--- src/mtt_pkg.sv ---
// Shared types and constants for the markup tag tokenizer.
// Holds the byte classes, parser modes, token kinds and the queue item struct.
// No dependencies.
package mtt_pkg;

    // Character constants used by the classifier.
    localparam logic [7:0] CH_LT    = 8'h3C;
    localparam logic [7:0] CH_GT    = 8'h3E;
    localparam logic [7:0] CH_SLASH = 8'h2F;
    localparam logic [7:0] CH_BANG  = 8'h21;
    localparam logic [7:0] CH_QUOTE = 8'h22;
    localparam logic [7:0] CH_EQ    = 8'h3D;
    localparam logic [7:0] CH_DASH  = 8'h2D;
    localparam logic [7:0] CH_TAB   = 8'h09;
    localparam logic [7:0] CH_NL    = 8'h0A;
    localparam logic [7:0] CH_SP    = 8'h20;

    // Number of dashes that must precede '>' to close a comment.
    localparam logic [1:0] DASH_CLOSE = 2'd2;
    localparam logic [1:0] DASH_SAT   = 2'd3;

    // Byte classes produced by the front end.
    typedef enum logic [3:0] {
        CL_LT,
        CL_GT,
        CL_SLASH,
        CL_BANG,
        CL_QUOTE,
        CL_EQ,
        CL_DASH,
        CL_NL,
        CL_SPACE,
        CL_LETTER,
        CL_OTHER,
        CL_END
    } class_t;

    // Parser modes of the back end.
    typedef enum logic [3:0] {
        M_TEXT,
        M_MARKUP,
        M_NAME,
        M_WHITE,
        M_EMPTY,
        M_KEY,
        M_EQ,
        M_VAL,
        M_CLOSE,
        M_COMMENT,
        M_HALT
    } mode_t;

    // Token kinds as reported on the result channel.
    typedef enum logic [4:0] {
        T_TEXT      = 5'd0,
        T_MARK      = 5'd1,
        T_NAME      = 5'd2,
        T_KEY       = 5'd3,
        T_EQ        = 5'd4,
        T_OQ        = 5'd5,
        T_VAL       = 5'd6,
        T_CQ        = 5'd7,
        T_SPACE     = 5'd8,
        T_SLASH     = 5'd9,
        T_OPEN_END  = 5'd10,
        T_EMPTY_END = 5'd11,
        T_CNAME     = 5'd12,
        T_CLOSE_END = 5'd13,
        T_CSTART    = 5'd14,
        T_CBYTE     = 5'd15,
        T_CEND      = 5'd16,
        T_ERR       = 5'd17,
        T_END_OK    = 5'd18,
        T_END_INC   = 5'd19,
        T_HALT      = 5'd20
    } kind_t;

    // One classified item as it travels from front to back.
    typedef struct packed {
        class_t     cls;
        logic [7:0] data;
    } item_t;

endpackage

--- src/mtt_classify.sv ---
// Front end of the markup tag tokenizer: sorts each input byte into a class.
// Depends on mtt_pkg.
module mtt_classify
    import mtt_pkg::*;
(
    input  logic [7:0] data_byte,
    input  logic       is_end,
    output item_t      item
);

    // Map the byte onto the classes that the parser distinguishes.
    always_comb
    begin
        item.data = is_end ? 8'h00 : data_byte;
        if (is_end)
        begin
            item.cls = CL_END;
        end
        else if (data_byte == CH_LT)
        begin
            item.cls = CL_LT;
        end
        else if (data_byte == CH_GT)
        begin
            item.cls = CL_GT;
        end
        else if (data_byte == CH_SLASH)
        begin
            item.cls = CL_SLASH;
        end
        else if (data_byte == CH_BANG)
        begin
            item.cls = CL_BANG;
        end
        else if (data_byte == CH_QUOTE)
        begin
            item.cls = CL_QUOTE;
        end
        else if (data_byte == CH_EQ)
        begin
            item.cls = CL_EQ;
        end
        else if (data_byte == CH_DASH)
        begin
            item.cls = CL_DASH;
        end
        else if (data_byte == CH_NL)
        begin
            item.cls = CL_NL;
        end
        else if (data_byte == CH_SP || data_byte == CH_TAB)
        begin
            item.cls = CL_SPACE;
        end
        else if ((data_byte >= 8'h41 && data_byte <= 8'h5A) ||
                 (data_byte >= 8'h61 && data_byte <= 8'h7A))
        begin
            item.cls = CL_LETTER;
        end
        else
        begin
            item.cls = CL_OTHER;
        end
    end

endmodule

--- src/mtt_queue.sv ---
// Two-entry queue that decouples the classifier from the parser.
// Depends on mtt_pkg.
module mtt_queue
    import mtt_pkg::*;
(
    input  logic  clk,
    input  logic  rst_n,
    input  logic  push,
    input  item_t push_item,
    input  logic  pop,
    output item_t head_item,
    output logic  not_empty,
    output logic  not_full
);

    item_t      slot_reg [2];
    logic       wr_ptr_reg;
    logic       wr_ptr_next;
    logic       rd_ptr_reg;
    logic       rd_ptr_next;
    logic [1:0] count_reg;
    logic [1:0] count_next;

    assign not_empty = (count_reg != 2'd0);
    assign not_full  = (count_reg != 2'd2);
    assign head_item = slot_reg[rd_ptr_reg];

    // Pointer and fill count update.
    always_comb
    begin
        wr_ptr_next = push ? ~wr_ptr_reg : wr_ptr_reg;
        rd_ptr_next = pop ? ~rd_ptr_reg : rd_ptr_reg;
        count_next  = count_reg;
        if (push && !pop)
        begin
            count_next = count_reg + 2'd1;
        end
        else if (pop && !push)
        begin
            count_next = count_reg - 2'd1;
        end
    end

    always_ff @(posedge clk or negedge rst_n)
    begin
        if (!rst_n)
        begin
            wr_ptr_reg <= 1'b0;
            rd_ptr_reg <= 1'b0;
            count_reg  <= 2'd0;
        end
        else
        begin
            wr_ptr_reg <= wr_ptr_next;
            rd_ptr_reg <= rd_ptr_next;
            count_reg  <= count_next;
        end
    end

    // Storage slots carry no reset.
    always_ff @(posedge clk)
    begin
        if (push)
        begin
            slot_reg[wr_ptr_reg] <= push_item;
        end
    end

endmodule

--- src/mtt_engine.sv ---
// Back end of the markup tag tokenizer: parser state machine, depth, line and
// column counters, and the registered result. Depends on mtt_pkg.
module mtt_engine
    import mtt_pkg::*;
#(
    parameter int MAX_DEPTH = 255,
    parameter int POS_BITS  = 16
)
(
    input  logic        clk,
    input  logic        rst_n,
    input  item_t       item,
    input  logic        item_valid,
    output logic        pop,
    output logic        out_valid,
    input  logic        out_ready,
    output logic [4:0]  token_kind,
    output logic [7:0]  token_byte,
    output logic [7:0]  nest_depth,
    output logic [15:0] line_number,
    output logic [15:0] column_number
);

    localparam int DW = $clog2(MAX_DEPTH + 1);
    localparam logic [DW-1:0] DEPTH_MAX = DW'(MAX_DEPTH);

    mode_t                mode_reg;
    mode_t                mode_next;
    logic [1:0]           dash_reg;
    logic [1:0]           dash_next;
    logic [DW-1:0]        depth_reg;
    logic [DW-1:0]        depth_next;
    logic [POS_BITS-1:0]  line_reg;
    logic [POS_BITS-1:0]  line_next;
    logic [POS_BITS-1:0]  col_reg;
    logic [POS_BITS-1:0]  col_next;
    kind_t                kind_reg;
    kind_t                kind_next;
    logic [7:0]           byte_reg;
    logic                 out_valid_reg;
    logic                 out_valid_next;

    logic                 is_letter;
    logic                 is_space;
    logic                 depth_room;
    logic                 depth_nonzero;
    logic [DW+7:0]        depth_wide;
    logic [POS_BITS+15:0] line_wide;
    logic [POS_BITS+15:0] col_wide;

    assign is_letter     = (item.cls == CL_LETTER);
    assign is_space      = (item.cls == CL_SPACE) || (item.cls == CL_NL);
    assign depth_room    = (depth_reg < DEPTH_MAX);
    assign depth_nonzero = (depth_reg != '0);

    // Take the head item whenever the result register is free or draining.
    assign pop = item_valid && (!out_valid_reg || out_ready);

    // Next parser mode.
    always_comb
    begin
        mode_next = M_HALT;
        if (item.cls == CL_END)
        begin
            mode_next = mode_reg;
        end
        else
        begin
            case (mode_reg)
                M_TEXT:
                begin
                    mode_next = (item.cls == CL_LT) ? M_MARKUP : M_TEXT;
                end
                M_MARKUP:
                begin
                    if (is_letter)
                        mode_next = M_NAME;
                    else if (item.cls == CL_SLASH)
                        mode_next = M_CLOSE;
                    else if (item.cls == CL_BANG)
                        mode_next = M_COMMENT;
                end
                M_NAME, M_WHITE:
                begin
                    if (is_letter)
                        mode_next = (mode_reg == M_NAME) ? M_NAME : M_KEY;
                    else if (item.cls == CL_GT && depth_room)
                        mode_next = M_TEXT;
                    else if (item.cls == CL_SLASH)
                        mode_next = M_EMPTY;
                    else if (is_space)
                        mode_next = M_WHITE;
                end
                M_EMPTY:
                begin
                    if (item.cls == CL_GT)
                        mode_next = M_TEXT;
                end
                M_KEY:
                begin
                    if (is_letter)
                        mode_next = M_KEY;
                    else if (item.cls == CL_EQ)
                        mode_next = M_EQ;
                end
                M_EQ:
                begin
                    if (item.cls == CL_QUOTE)
                        mode_next = M_VAL;
                end
                M_VAL:
                begin
                    mode_next = (item.cls == CL_QUOTE) ? M_WHITE : M_VAL;
                end
                M_CLOSE:
                begin
                    if (is_letter)
                        mode_next = M_CLOSE;
                    else if (item.cls == CL_GT && depth_nonzero)
                        mode_next = M_TEXT;
                end
                M_COMMENT:
                begin
                    if (item.cls == CL_GT && dash_reg == DASH_CLOSE)
                        mode_next = M_TEXT;
                    else
                        mode_next = M_COMMENT;
                end
                default:
                begin
                    mode_next = M_HALT;
                end
            endcase
        end
    end

    // Token kind for the current item.
    always_comb
    begin
        kind_next = T_ERR;
        if (mode_reg == M_HALT)
        begin
            kind_next = T_HALT;
        end
        else if (item.cls == CL_END)
        begin
            kind_next = (mode_reg == M_TEXT) ? T_END_OK : T_END_INC;
        end
        else if (mode_next == M_HALT)
        begin
            kind_next = T_ERR;
        end
        else
        begin
            case (mode_reg)
                M_TEXT:
                    kind_next = (item.cls == CL_LT) ? T_MARK : T_TEXT;
                M_MARKUP:
                begin
                    if (is_letter)
                        kind_next = T_NAME;
                    else if (item.cls == CL_SLASH)
                        kind_next = T_SLASH;
                    else
                        kind_next = T_CSTART;
                end
                M_NAME, M_WHITE:
                begin
                    if (is_letter)
                        kind_next = (mode_reg == M_NAME) ? T_NAME : T_KEY;
                    else if (item.cls == CL_GT)
                        kind_next = T_OPEN_END;
                    else if (item.cls == CL_SLASH)
                        kind_next = T_SLASH;
                    else
                        kind_next = T_SPACE;
                end
                M_EMPTY:
                    kind_next = T_EMPTY_END;
                M_KEY:
                    kind_next = is_letter ? T_KEY : T_EQ;
                M_EQ:
                    kind_next = T_OQ;
                M_VAL:
                    kind_next = (item.cls == CL_QUOTE) ? T_CQ : T_VAL;
                M_CLOSE:
                    kind_next = is_letter ? T_CNAME : T_CLOSE_END;
                M_COMMENT:
                    kind_next = (mode_next == M_TEXT) ? T_CEND : T_CBYTE;
                default:
                    kind_next = T_ERR;
            endcase
        end
    end

    // Dash run, nesting depth and position counters.
    always_comb
    begin
        dash_next  = dash_reg;
        depth_next = depth_reg;
        line_next  = line_reg;
        col_next   = col_reg;
        if (mode_reg != M_HALT && item.cls != CL_END)
        begin
            if (col_reg != '1)
            begin
                col_next = col_reg + 1'b1;
            end
            if (mode_reg == M_TEXT && item.cls == CL_NL)
            begin
                col_next = '0;
                if (line_reg != '1)
                begin
                    line_next = line_reg + 1'b1;
                end
            end
            if (mode_reg == M_MARKUP && item.cls == CL_BANG)
            begin
                dash_next = 2'd0;
            end
            if (mode_reg == M_COMMENT)
            begin
                if (item.cls == CL_DASH)
                begin
                    if (dash_reg != DASH_SAT)
                    begin
                        dash_next = dash_reg + 2'd1;
                    end
                end
                else
                begin
                    dash_next = 2'd0;
                end
            end
            if ((mode_reg == M_NAME || mode_reg == M_WHITE) &&
                item.cls == CL_GT && depth_room)
            begin
                depth_next = depth_reg + 1'b1;
            end
            if (mode_reg == M_CLOSE && item.cls == CL_GT && depth_nonzero)
            begin
                depth_next = depth_reg - 1'b1;
            end
        end
    end

    // Result register handshake.
    always_comb
    begin
        out_valid_next = out_valid_reg;
        if (pop)
        begin
            out_valid_next = 1'b1;
        end
        else if (out_ready)
        begin
            out_valid_next = 1'b0;
        end
    end

    always_ff @(posedge clk or negedge rst_n)
    begin
        if (!rst_n)
        begin
            mode_reg      <= M_TEXT;
            dash_reg      <= 2'd0;
            depth_reg     <= '0;
            line_reg      <= '0;
            col_reg       <= '0;
            out_valid_reg <= 1'b0;
        end
        else
        begin
            out_valid_reg <= out_valid_next;
            if (pop)
            begin
                mode_reg  <= mode_next;
                dash_reg  <= dash_next;
                depth_reg <= depth_next;
                line_reg  <= line_next;
                col_reg   <= col_next;
            end
        end
    end

    // Token payload needs no reset.
    always_ff @(posedge clk)
    begin
        if (pop)
        begin
            kind_reg <= kind_next;
            byte_reg <= item.data;
        end
    end

    // The state registers change only with a new result, so they are the
    // depth and position of the result on display.
    assign depth_wide    = {8'b0, depth_reg};
    assign line_wide     = {16'b0, line_reg};
    assign col_wide      = {16'b0, col_reg};
    assign out_valid     = out_valid_reg;
    assign token_kind    = kind_reg;
    assign token_byte    = byte_reg;
    assign nest_depth    = depth_wide[7:0];
    assign line_number   = line_wide[15:0];
    assign column_number = col_wide[15:0];

endmodule

--- src/markup_tag_tokenizer.sv ---
// Top level of the markup tag tokenizer.
// Depends on mtt_pkg, mtt_classify, mtt_queue and mtt_engine.
//
// Usage:
//   Input channel (in_valid/in_ready) carries one source byte per
//   transaction in data_byte, or an end marker when is_end is high.
//   Output channel (out_valid/out_ready) returns exactly one token per
//   input transaction: token_kind, token_byte, and the nesting depth,
//   line and column after that byte.
//   An accepted byte is written into the queue, and its token is loaded
//   into the output register when the parser takes it from the queue
//   head. Throughput is one byte per cycle while out_ready stays high.
//   A two-entry queue sits between the classifier and the parser, and the
//   token is held in an output register; when the receiver stalls the
//   queue fills and in_ready drops once both entries are taken.
//   Reset returns the parser to text mode with depth, line and column at
//   zero and empties the queue; a byte that is illegal in its context
//   gives an error token and every later transaction reports halted until
//   the next reset.
module markup_tag_tokenizer
    import mtt_pkg::*;
#(
    parameter int MAX_DEPTH = 255,
    parameter int POS_BITS  = 16
)
(
    input  logic        clk,
    input  logic        rst_n,
    input  logic        in_valid,
    output logic        in_ready,
    input  logic [7:0]  data_byte,
    input  logic        is_end,
    output logic        out_valid,
    input  logic        out_ready,
    output logic [4:0]  token_kind,
    output logic [7:0]  token_byte,
    output logic [7:0]  nest_depth,
    output logic [15:0] line_number,
    output logic [15:0] column_number
);

    item_t class_item;
    item_t head_item;
    logic  queue_not_empty;
    logic  queue_not_full;
    logic  queue_pop;

    assign in_ready = queue_not_full;

    // Front end: classify the incoming byte.
    mtt_classify u_classify
    (
        .data_byte (data_byte),
        .is_end    (is_end),
        .item      (class_item)
    );

    // Decoupling queue between classifier and parser.
    mtt_queue u_queue
    (
        .clk       (clk),
        .rst_n     (rst_n),
        .push      (in_valid && queue_not_full),
        .push_item (class_item),
        .pop       (queue_pop),
        .head_item (head_item),
        .not_empty (queue_not_empty),
        .not_full  (queue_not_full)
    );

    // Back end: parser state machine and result register.
    mtt_engine #(
        .MAX_DEPTH (MAX_DEPTH),
        .POS_BITS  (POS_BITS)
    ) u_engine
    (
        .clk           (clk),
        .rst_n         (rst_n),
        .item          (head_item),
        .item_valid    (queue_not_empty),
        .pop           (queue_pop),
        .out_valid     (out_valid),
        .out_ready     (out_ready),
        .token_kind    (token_kind),
        .token_byte    (token_byte),
        .nest_depth    (nest_depth),
        .line_number   (line_number),
        .column_number (column_number)
    );

endmodule

--- config.mk ---
export PLATFORM = sky130hd
export DESIGN_NAME = markup_tag_tokenizer
export DESIGN_NICKNAME = d
export VERILOG_FILES = /design/src/mtt_pkg.sv /design/src/mtt_classify.sv /design/src/mtt_queue.sv /design/src/mtt_engine.sv /design/src/markup_tag_tokenizer.sv
export SDC_FILE = /design/constraint.sdc
export NUM_CORES = 1
export LEC_CHECK = 0
export ABC_AREA = 1
export ABC_CLOCK_PERIOD_IN_PS = 3300
export BUFFER_PORTS_ARGS = -buffer_cell sky130_fd_sc_hd__buf_2
export CAP_MARGIN = 20
export CORE_MARGIN = 4
export CORE_UTILIZATION = 50
export DETAILED_ROUTE_END_ITERATION = 10
export PLACE_DENSITY_LB_ADDON = 0.08
export SYNTH_ARGS = -nofsm -noshare
export SYNTH_HDL_FRONTEND = slang
export SYNTH_SLANG_ARGS = --single-unit
export TNS_END_PERCENT = 30
--- constraint.sdc ---
create_clock -name clk -period 3.3 [get_ports clk]
set_clock_uncertainty 0.15 [all_clocks]
set_input_delay 0.165 -clock clk [delete_from_list [all_inputs] [get_ports clk]]
set_output_delay 0.165 -clock clk [all_outputs]
set_load 0.01 [all_outputs]
Word-level counts from Yosys, hierarchy flattened --
Memories as Yosys holds them, arrays and structs flattened. Cells that the tools add are included.
Cells by class: eq/ne operators 38, add/subtract/negate cells 7, bitwise gates (word level) 2, order comparisons 5, reduce and logical (&&, ||, !) cells 38, multiplexer cells 60
Operators by type and width (count):
- $mux 4 | 24
- $eq 8x6->1 const B | 8
- $pmux 5 s9 | 1
- $pmux 4 s9 | 1
- $add 16x1->16 const B | 2
- $eq 4x3->1 const B | 8
- $mux 16 | 2
- $ne 16x16->1 const B | 2
- $mux 5 | 6
- $eq 4x4->1 const B | 7
- $mux 8 | 3
- $eq 4x2->1 const B | 4
- $eq 8x4->1 const B | 2
- $ge 8x7->1 const B | 2
- $le 8x7->1 const B | 2
- $logic_and 1x1->1 | 16
- $mux 2 | 8
- $logic_not 4->1 | 3
- $mux 3 | 4
- $mux 1 | 11
- $reduce_bool 2->1 | 5
- $add 8x1->8 const B | 1
- $eq 4x1->1 const B | 2
- $lt 8x8->1 const B | 1
- 14 further kinds | 25
Word-level totals: memories kept 1, output and inout bits 55, bits in registers 64, bits of input ports 13, bits in writable memories 24, word-level logic and storage cells 162
Memories:
- u_queue.slot_reg | words 2, width 12, rd ports 1, clocked after memory_dff 0, wr ports 1, RTL line mtt_queue.sv:16 | item_t slot_reg [2];

Longest topological paths before layout --
depth in word-level cells 14, gate-level depth with buffers 19, gate-level depth less buffers 17

Hierarchy --
A second synthesis with hierarchy kept.
Unflattened totals: cells, all modules 630, area, all modules 5263.8 sq um
By module, submodules not included:
- mtt_engine | area an instance 3804.9 sq um, cells each 488, instances 1, seq. area each 1566.5 sq um
- mtt_queue | area an instance 1107.3 sq um, cells each 62, instances 1, seq. area each 820.8 sq um
- mtt_classify | area an instance 344.1 sq um, cells each 78, instances 1, seq. area each 0.0 sq um
- markup_tag_tokenizer | area an instance 7.5 sq um, cells each 2, instances 1, seq. area each 0.0 sq um

Least setup slack after synthesis --
Ideal clock, no wire load.
path type register to register, start point reg u_queue.rd_ptr_reg, end point reg u_engine.depth_reg[6], in the netlist u_engine.nest_depth[6], clock period less this slack 2.645 ns, data required time 3.073 ns, buffers on the path 2, arrival 2.418 ns, cell stages (with the launch flop) 18, slack 0.655 ns, library setup time 0.077 ns, cells stage by stage dfrtp_1 > buf_6 > inv_8 > buf_8 > nand2_1 > nand2_1 > nand2_2 > nor2_2 > nand2_2 > nor2_4 > inv_2 > fa_1 > o21ai_0 > a21oi_1 > nor2_1 > nor2_1 > xor2_1 > a21oi_1
Between the ends: cells in the longest elaborated chain, start to end 6, elaborated cells on any way between the ends 11, classes of those cells eq/ne (2); mux (1); reduce/logical (7); memory (1)
RTL lines:
- from (decl) | RTL line mtt_queue.sv:19 | logic rd_ptr_reg;
- from (signal assigned) | RTL line mtt_queue.sv:55 | rd_ptr_reg <= rd_ptr_next;
- $mem_v2 2x12 (*)
- $eq 4x1->1 | RTL line mtt_engine.sv:236, mtt_engine.sv:240
- $logic_and 1x1->1 (on tied branches) | RTL line mtt_engine.sv:240, mtt_engine.sv:235
- $logic_and 1x1->1 (on tied branches) | RTL line mtt_engine.sv:240, mtt_engine.sv:236
- $reduce_bool 2->1 (no line)
- $reduce_and 3->1 (no line)
- to (signal assigned) | RTL line mtt_engine.sv:279 | depth_reg <= depth_next;
- to (decl) | RTL line mtt_engine.sv:31 | logic [DW-1:0] depth_reg;
Every way passes the cells marked *; elsewhere a longest branch is shown, timed or not. A chain may end at the register's enable or synchronous reset.

Final worst setup path --
Ends and elaborated chain as after synthesis.

==> results.ini <==
[clock_network]
tritoncts = built
h-tree-depth = 3
clk_path_buf_depth = 2
cts.clk_slew.worst_paths_ns = 0.09
cts-buffers-inserted = 9
cts.sink_count = 88
cts.root.buffer_cell = clkbuf_8
clk_latency_ns = 0.36

[synthesis]
synth_register_bits = 88
synth-edff-count = 37
synth_fp_nets = 665
post_synth_top_flop = dfrtp_1
synthesis.instances = 640
yosys_warnings = 0
share_of_synthesized_registers_carrying_an_async_set_or_reset = 0.580
synth_area_um2 = 5180
syn_avg_cell_area_um2 = 8.09
synthDistinctLibCells = 41
seq_area_frac_synth = 0.461

[place]
detailed_place_hpwl_um = 8590
io_buffer_count = 67
dpl_cell_area_um2 = 5660
gpl.final_weighted_congestion = 0.886

[timing]
period_needed_ns = 2.97
fmax_mhz = 337
timing.final.hold_violations = 0
setup_violations = 0
tns_ns = 0
worst_pin_slew_ns = 0.985
max_slew_margin = 0.341
timing_max_transition_violations_final = 0
period_share = 0.900
holdWs_ns = 0.0237
grt_setup_unrepaired = false

[global_route]
gr_overflow_total = 0
grt_pass1_wl_um = 19000
first_global_vias = 4115
number_of_antenna_violations_at_the_first_check_in_global_routing = 0
global_route.usage.total = 0.198
pin_count_of_the_biggest_net_entering_global_routing = 34

[power]
vdd.ir_drop.worst_mv = 0.449
power.density_cell_area_nw_per_um2 = 745
leakage_nw = 2.83

[worst_setup_path]
worstPathMaxFanout = 16
worst_ep_required_time_ns = 3.43
arrival_ns = 3.10
rr_endpoint = u_engine.nest_depth[6]
timing.reg2reg.worst_path_depth = 15
cp-endpoint = u_engine.nest_depth[6]
startpoint_class_of_the_critical_path = flop
reg2reg_setup_slack_ns = 0.33
critical_path.startpoint = u_queue.rd_ptr_reg
worst-setup-path-type = flop to flop
worstReg2RegStart = u_queue.rd_ptr_reg
critPathCaptureType = flop

[floorplanning]
core.rowCount = 36
die_ht_um = 110
start_util = 0.523
coreArea_um2 = 9910
die_area_um2 = 12100
io_pins = 68
die-width_um = 110

[final_layout]
final_cell_mix = nand2_1, nor2_1, buf_2
mostFrequentLayoutCell = nand2_1
insertedDiodeCount = 0
largest_register_ffs = 24
area_growth_syn_to_layout_pct = 14.1
drive_above_1_share = 0.180
nets = 744
post_route_cell_area_um2 = 5910

[min_path]
holdCritPathClass = input port to flop

[run_status]
outcome = complete, no violations

[route]
dr.first_iter.drc_count = 206
vias = 4352
postRouteWirelength_um = 11200
post_route_ant_nets = 0
detail_route.vias_per_cell = 5.08
wl_per_cell_um = 13.1
detail_route.first_pass.iterations = 4
post-route-drc-count = 0

[job]
cap_viol_max_count = 0

[layout make-up]
class	count	area (µm²)
Multi-Input combinational cell	473	2450
Sequential cell	88	2390
Clock buffer	9	124
Fill cell	916	4000
Tap cell	133	166
Inverter	72	280
Timing Repair Buffer	75	403
Clock inverter	7	95.1
[per-stage QoR]
| step | total power [mW] | utilization | setup slack, ns | cells |
|---|---|---|---|---|
| floorplan | 3.08 | - | 0.655 | 640 |
| global placement | 3.58 | 0.571 | 0.419 | 838 |
| detailed placement | 3.60 | 0.571 | 0.330 | 838 |
| CTS | 4.44 | 0.596 | 0.321 | 857 |
| global route | 4.76 | 0.596 | 0.103 | 857 |
| finish | 4.40 | 0.596 | 0.330 | 857 |
[repair_timing]
action	CTS	global route
endpoints found under the setup margin	0	0
hold endpoints to repair	34	0
hold buffers	3	0
resized for setup	0	0
buffers inserted	0	0
[cells in the mapped netlist (all sizes together), types with 12 or more instances]
cell type / n / area, µm²
xor2: 17 / 149
nand3: 33 / 170
o21ai: 39 / 195
nor2: 100 / 448
xnor2: 12 / 105
dfrtp: 51 / 1280
edfxtp: 37 / 1110
a21oi: 26 / 138
nand2: 187 / 776
nor3: 17 / 100
nand4: 12 / 81.3
inv: 72 / 280
[cell families (layout without fill, tap and decap cells)]
| group | after synthesis | count (layout) | share of synthesized area |
|---|---|---|---|
| xor+xnor | 29 | 29 | 0.0490 |
| buf+inv | 79 | 163 | 0.0655 |
| simple gates | 356 | 356 | 0.314 |
| fa+ha+maj | 12 | 12 | 0.0304 |
| flops | 88 | 88 | 0.461 |
| compound gates | 76 | 76 | 0.0804 |
[how the worst min path moves through the flow]
stage,start,to,slack (ns),cells after the start
5_1_grt,data_byte[6],u_queue.slot_reg[1][6],0.03,3
6_report,data_byte[6],u_queue.slot_reg[0][6],0.02,3
3_5_place_dp,rst_n,u_engine.nest_depth[4],0.14,1
4_1_cts,data_byte[5],u_queue.slot_reg[1][5],0.01,3
2_1_floorplan,rst_n,u_engine.column_number[0],-0.28,0
3_3_place_gp,rst_n,u_engine.nest_depth[4],0.15,1
[routing by layer]
layer / vias up / routed length (µm) / global-route usage
li1: 2247 / - / -
met1: 1988 / 5440 / 0.279
met2: 103 / 5110 / 0.311
met3: 14 / 506 / 0.0329
met4: 0 / 155 / 0.0650
met5: - / 0 / 0
[power breakdown]
group	leakage (nW)	internal (mW)	total (mW)	switching (mW)
Sequential	1.02	1.50	1.68	0.184
Combinational	1.70	0.614	1.89	1.28
Clock	0.106	0.427	0.825	0.398
Total	2.83	2.54	4.40	1.86
[critical path, cell delays in order, from the launching register on]
cell	delay, ns
dfrtp_1	0.49
inv_8	0.15
nand2_1	0.08
nand2_2	0.13
nand2_1	0.10
nor2_2	0.18
nand2_2	0.10
nor2_4	0.19
inv_2	0.08
fa_1	0.40
o21ai_0	0.33
a21oi_1	0.11
nor2_1	0.10
nor2_1	0.05
xor2_1	0.13
a21oi_1	0.12
Power figures use the tool's default switching activity.
